**config.mk**
```make
export PLATFORM = sky130hd
export DESIGN_NAME = ufs_ctrl
export DESIGN_NICKNAME = d
export VERILOG_FILES = /design/src/rtl/ufs_pkg.sv /design/src/rtl/ufs_ctrl.sv
export SDC_FILE = /design/constraint.sdc
export NUM_CORES = 1
export LEC_CHECK = 0
export BUFFER_PORTS_ARGS = -buffer_cell sky130_fd_sc_hd__buf_4
export CORE_AREA = 2 2 39 41
export CTS_CLUSTER_SIZE = 28
export DETAILED_ROUTE_END_ITERATION = 16
export DIE_AREA = 0 0 41 43
export MAX_ROUTING_LAYER = met4
export PLACE_DENSITY = 0.6
export SLEW_MARGIN = 40
export SYNTH_ARGS = -nofsm -noshare
export SYNTH_HDL_FRONTEND = slang
export SYNTH_SLANG_ARGS = --single-unit
```
**constraint.sdc**
```tcl
create_clock -name clk -period 1.7 [get_ports clk]
set_clock_uncertainty 0.2 [all_clocks]
set_input_delay 0.17 -clock clk [delete_from_list [all_inputs] [get_ports clk]]
set_output_delay 0.17 -clock clk [all_outputs]
set_load 0.03 [all_outputs]
```
**src/rtl/ufs_pkg.sv**
```systemverilog
// Shared widths, request codes and controller/datapath interface types for the union-find block.
package ufs_pkg;

  localparam int ID_W          = 10;
  localparam int SIZE_W        = 11;
  localparam int CNT_W         = 11;
  localparam int EXT_W         = 17;
  localparam int MAX_NODES_DEF = 1024;
  localparam int IN_DATA_W     = 24;
  localparam int OUT_DATA_W    = 24;
  localparam logic [CNT_W-1:0] NODE_COUNT_RST = CNT_W'(1024);

  localparam logic REQ_MERGE = 1'b0;
  localparam logic REQ_FIND  = 1'b1;

  typedef struct packed {
    logic clr_step;
    logic accept;
    logic walk_next;
    logic walk_done;
    logic cmp_read;
    logic cmp_write;
    logic start_b;
    logic save_ra;
    logic save_rb;
    logic sz_rd_a;
    logic sz_rd_b;
    logic sz_fin;
    logic out_load;
  } ufs_cmd_t;

  typedef struct packed {
    logic in_err;
    logic is_merge;
    logic walk_root;
    logic cmp_at_root;
    logic clr_last;
    logic out_free;
  } ufs_sts_t;

endpackage

```
**src/rtl/ufs_ctrl.sv**
```systemverilog
// Controller: clearing pass, root walk, path compression, merge and result sequencing.
module ufs_ctrl (
  input  logic              clk,
  input  logic              rst_n,
  input  logic              in_tvalid,
  output logic              in_tready,
  input  ufs_pkg::ufs_sts_t sts,
  output ufs_pkg::ufs_cmd_t cmd
);
  import ufs_pkg::*;

  localparam logic [3:0] ST_CLR  = 4'd0;
  localparam logic [3:0] ST_IDLE = 4'd1;
  localparam logic [3:0] ST_WALK = 4'd2;
  localparam logic [3:0] ST_CCHK = 4'd3;
  localparam logic [3:0] ST_CWR  = 4'd4;
  localparam logic [3:0] ST_SZA  = 4'd5;
  localparam logic [3:0] ST_SZB  = 4'd6;
  localparam logic [3:0] ST_FIN  = 4'd7;
  localparam logic [3:0] ST_OUT  = 4'd8;

  logic [3:0] state_r, state_nxt;
  logic       phase_b_r, phase_b_nxt;

  always_ff @(posedge clk) begin
    if (!rst_n) begin
      state_r   <= ST_CLR;
      phase_b_r <= 1'b0;
    end else begin
      state_r   <= state_nxt;
      phase_b_r <= phase_b_nxt;
    end
  end

  always_comb begin
    cmd         = '0;
    state_nxt   = state_r;
    phase_b_nxt = phase_b_r;
    in_tready   = 1'b0;
    case (state_r)
      ST_CLR: begin
        cmd.clr_step = 1'b1;
        if (sts.clr_last) begin
          state_nxt = ST_IDLE;
        end
      end
      ST_IDLE: begin
        in_tready   = 1'b1;
        phase_b_nxt = 1'b0;
        if (in_tvalid) begin
          cmd.accept = 1'b1;
          state_nxt  = sts.in_err ? ST_OUT : ST_WALK;
        end
      end
      ST_WALK: begin
        if (sts.walk_root) begin
          cmd.walk_done = 1'b1;
          state_nxt     = ST_CCHK;
        end else begin
          cmd.walk_next = 1'b1;
        end
      end
      ST_CCHK: begin
        if (sts.cmp_at_root) begin
          if (!phase_b_r && sts.is_merge) begin
            cmd.save_ra = 1'b1;
            cmd.start_b = 1'b1;
            phase_b_nxt = 1'b1;
            state_nxt   = ST_WALK;
          end else if (!phase_b_r) begin
            cmd.save_ra = 1'b1;
            cmd.save_rb = 1'b1;
            state_nxt   = ST_SZA;
          end else begin
            cmd.save_rb = 1'b1;
            state_nxt   = ST_SZA;
          end
        end else begin
          cmd.cmp_read = 1'b1;
          state_nxt    = ST_CWR;
        end
      end
      ST_CWR: begin
        cmd.cmp_write = 1'b1;
        state_nxt     = ST_CCHK;
      end
      ST_SZA: begin
        cmd.sz_rd_a = 1'b1;
        state_nxt   = ST_SZB;
      end
      ST_SZB: begin
        cmd.sz_rd_b = 1'b1;
        state_nxt   = ST_FIN;
      end
      ST_FIN: begin
        cmd.sz_fin = 1'b1;
        state_nxt  = ST_OUT;
      end
      ST_OUT: begin
        if (sts.out_free) begin
          cmd.out_load = 1'b1;
          state_nxt    = ST_IDLE;
        end
      end
      default: begin
        state_nxt = ST_IDLE;
      end
    endcase
  end

endmodule

```
==> reports/metrics.cfg <==
[outcome]
outcome=complete, no violations

[routing]
antenna_violating_nets_post_route=0
drt_drc_violations_left=0
first_pass_iters=4
routed_wire_length_per_instance_um=12.5
drt_iter0_drc=4
routed_via_density=5.30
num_vias=546
routed_wl_um=1290

[final_layout]
mostFrequentLayoutCell=buf_4
flow.area_growth_from_synthesis_pct=57.0
filler_cell_count=139
post-route-util_pct=52.5
final_cell_mix=buf_4, nor2_1, nand2b_1
final_layout_size_suffix_gt1_share_pct=49.4
num_antenna_cells=0
design.final.nets=97

[worst_setup_path]
endpoint_of_the_lowest_slack_register_to_register_path=state_r[0]$_SDFFE_PN0P_
required_ps=1330
critPathTopFamily=buffers and inverters
critical_path.most_common_cell=buf_4
rr_startpoint=state_r[3]$_SDFFE_PN0P_
crit_slowest_cell=dfxtp_4
number_of_cells_on_the_critical_path=3
worstSetupPathType=register to primary output
critPathLaunchType=register
worst-path-buf-inv=2
setup.worst_path.end=cmd[10]
crit_path_cell_trace=buf_4 -> nor4_4 -> buf_4
worst_setup_path_end_kind=primary output
critical_path_peak_fanout=10
crit_start=state_r[2]$_SDFFE_PN0P_
r2r_slack_ps=280
critPathArrivalTime_ps=1270
r2r.worst_path.cells=3
cp_slowest_stage_delay_ps=370

[power_and_ir_drop]
power.combinational.fraction_pct=27.5
leakagePower_nw=0.323
power.share.clock_pct=37.1
sw_frac_of_total_pct=28.6
vdd.ir_drop.worst_mv=0.344
seq_power_share_pct=35.4
p_switching_w=0.000101
report.power.total_w=0.000353
internal-power_w=0.000252
power-per-cell-area_nw_per_um2=485

[logic_synthesis]
synth_seq_area_share_pct=21.6
async_reset_ff_share_pct=0
yosysUniqueCellTypes=28
synthMuxAreaShare_pct=2.43
ys_seq_elements=5
compound_gate_portion_of_the_synthesized_area_pct=19.7
ys_dominant_reg_cell=dfxtp_1
synthSimpleGateAreaFrac_pct=46.2
synth-xor-area-share_pct=0
post_synth_fa_ha_maj_area_fraction_pct=0
synthesis.instances=60
synth_enable_flop_cells=0
yosysWarningCount=0
number_of_nets_produced_by_synthesis=69
synthesis.area_per_instance_um2=7.72
combinational_family_with_the_most_area_after_synthesis=simple AND/OR/NAND/NOR gates
summed_instance_area_of_the_synthesized_netlist_um2=463

[grt]
first_global_vias=512
grt_usage_pct=16.8
pin_count_of_the_biggest_net_entering_global_routing=11
grt_antenna_before_repair=0
grt_remaining_overflow=0
grt_pass1_wl_um=2010

[timing]
timing.final.ws_setup_ps=58.1
finalHoldViolCount=0
rsz0062_at_grt=false
maxSlewHeadroom_pct=78.5
timing.final.crit_period_ps=1640
portion_of_the_clock_cycle_consumed_by_the_worst_path_in_the_final_layout_pct=96.6
finalMaxSlewViolations=0
max_freq_mhz=609
number_of_endpoints_failing_setup_at_the_final_stage=0
timing_worst_slew_pin_value_ps=318
setup_tns_after_final_layout_ps=0

[floorplanning]
fp.dieArea_um2=1760
fp.coreArea_um2=1380
boundaryPins=23
die_height_um=43
chipWidth_um=41
floorplan.initialDensity_pct=33.5
placementRows=14

[placed_design]
io_buffer_count=22
dp_hpwl_um=963
routabilityCongestion=0.848
pre_cts_ws_ps=167

[cts]
cts.repair_timing.setup_buffer_count=0
cts-root-buf=clkbuf_4
clock_path_buffers=2
tritoncts=done
clk_transition_reported_paths_ps=40
clk-insertion-delay-late_ps=230
clkSinkCount=5
cts_max_level=1
number_of_buffers_inserted_during_clock_tree_synthesis=3

[job]
maxCapViolations=0

[hold_path]
timing.hold.worst.class=primary input to register
worst_hold_path.num_cells=3
hold_path_startpoint=sts[2]

flip-flops by register name, indices dropped and copies added (netlist names):
signal     count
state_r        4
phase_b_r      1
Yosys cell counts, types with 2 or more instances:
cell type / count / share of area, %
a21oi_1: 4 / 4.3
inv_1: 3 / 2.4
nor3_1: 5 / 5.4
a311oi_1: 2 / 3.8
nand2_1: 4 / 3.2
a32o_1: 2 / 4.3
nor2_1: 7 / 5.7
dfxtp_1: 5 / 22
nor4_1: 3 / 4.1
buf_6: 2 / 4.9
nand2b_1: 6 / 8.1
power by group through the flow:
stage	clock network [W]	registers, W	logic, W
floorplan	0	0.000126	0.0000586
global placement	0	0.000129	0.0000920
detailed placement	0	0.000128	0.0000921
CTS	0.000138	0.000127	0.0000942
global route	0.000146	0.000125	0.000106
finish	0.000131	0.000125	0.0000972
metrics by stage:
stage | hold WS (ps) | instance area (um2) | std cells
CTS | 61.2 | 702 | 103
finish | 68.5 | 727 | 103
floorplan | 95.8 | 480 | 60
detailed placement | 221 | 661 | 98
global placement | 232 | 661 | 98
global route | 90.5 | 727 | 103
how the worst min path moves through the flow:
stage,to
2_1_floorplan,state_r[1]$_SDFFE_PN0P_
3_3_place_gp,state_r[1]$_SDFFE_PN0P_
3_5_place_dp,state_r[3]$_SDFFE_PN0P_
4_1_cts,phase_b_r$_SDFFE_PN0P_
5_1_grt,phase_b_r$_SDFFE_PN0P_
6_report,phase_b_r$_SDFFE_PN0P_
cell families (layout without fill, tap and decap cells):
kind of cell | Yosys count | in the layout
muxes | 1 | 1
and+or+nand+nor | 35 | 35
buffers and inverters | 7 | 34
DFF | 5 | 5
AOI/OAI and AO/OA | 12 | 12
per-layer routing:
layer,track usage (%),part of all wire [%],routed length [um],vias to the layer above
met2,24.4,50,640,13
met1,20.3,45,578,252
met3,3.14,3.9,50,2
met4,10.7,1.6,21,0
met5,-,0,0,-
li1,-,-,-,279
timing repair:
| action | in CTS | in global routing |
|---|---|---|
| setup endpoints to repair | 8 | 7 |
| hold buffers | 1 | 0 |
| gates resized for setup | 3 | 8 |
| pin swaps | 0 | 1 |
| hold endpoints to repair | 2 | 0 |
worst register-to-register path, delay by kind of cell (launching register included):
kind / cells / cell delay, ps
AO/OA/AOI/OAI: 1 / 350
flip-flops: 1 / 370
AND/OR/NAND/NOR: 2 / 370
area by class of cell:
class / count / area, um2 / area share (%)
repair buffers: 27 / 209 / 28.7
flip-flops and latches: 5 / 110 / 15.1
multi-input cells: 48 / 350 / 48.2
well taps: 16 / 20.0 / 2.75
clock buffers: 4 / 26.3 / 3.61
inverters: 3 / 11.3 / 1.55
Note: power is estimated with default switching activity, not from simulation.
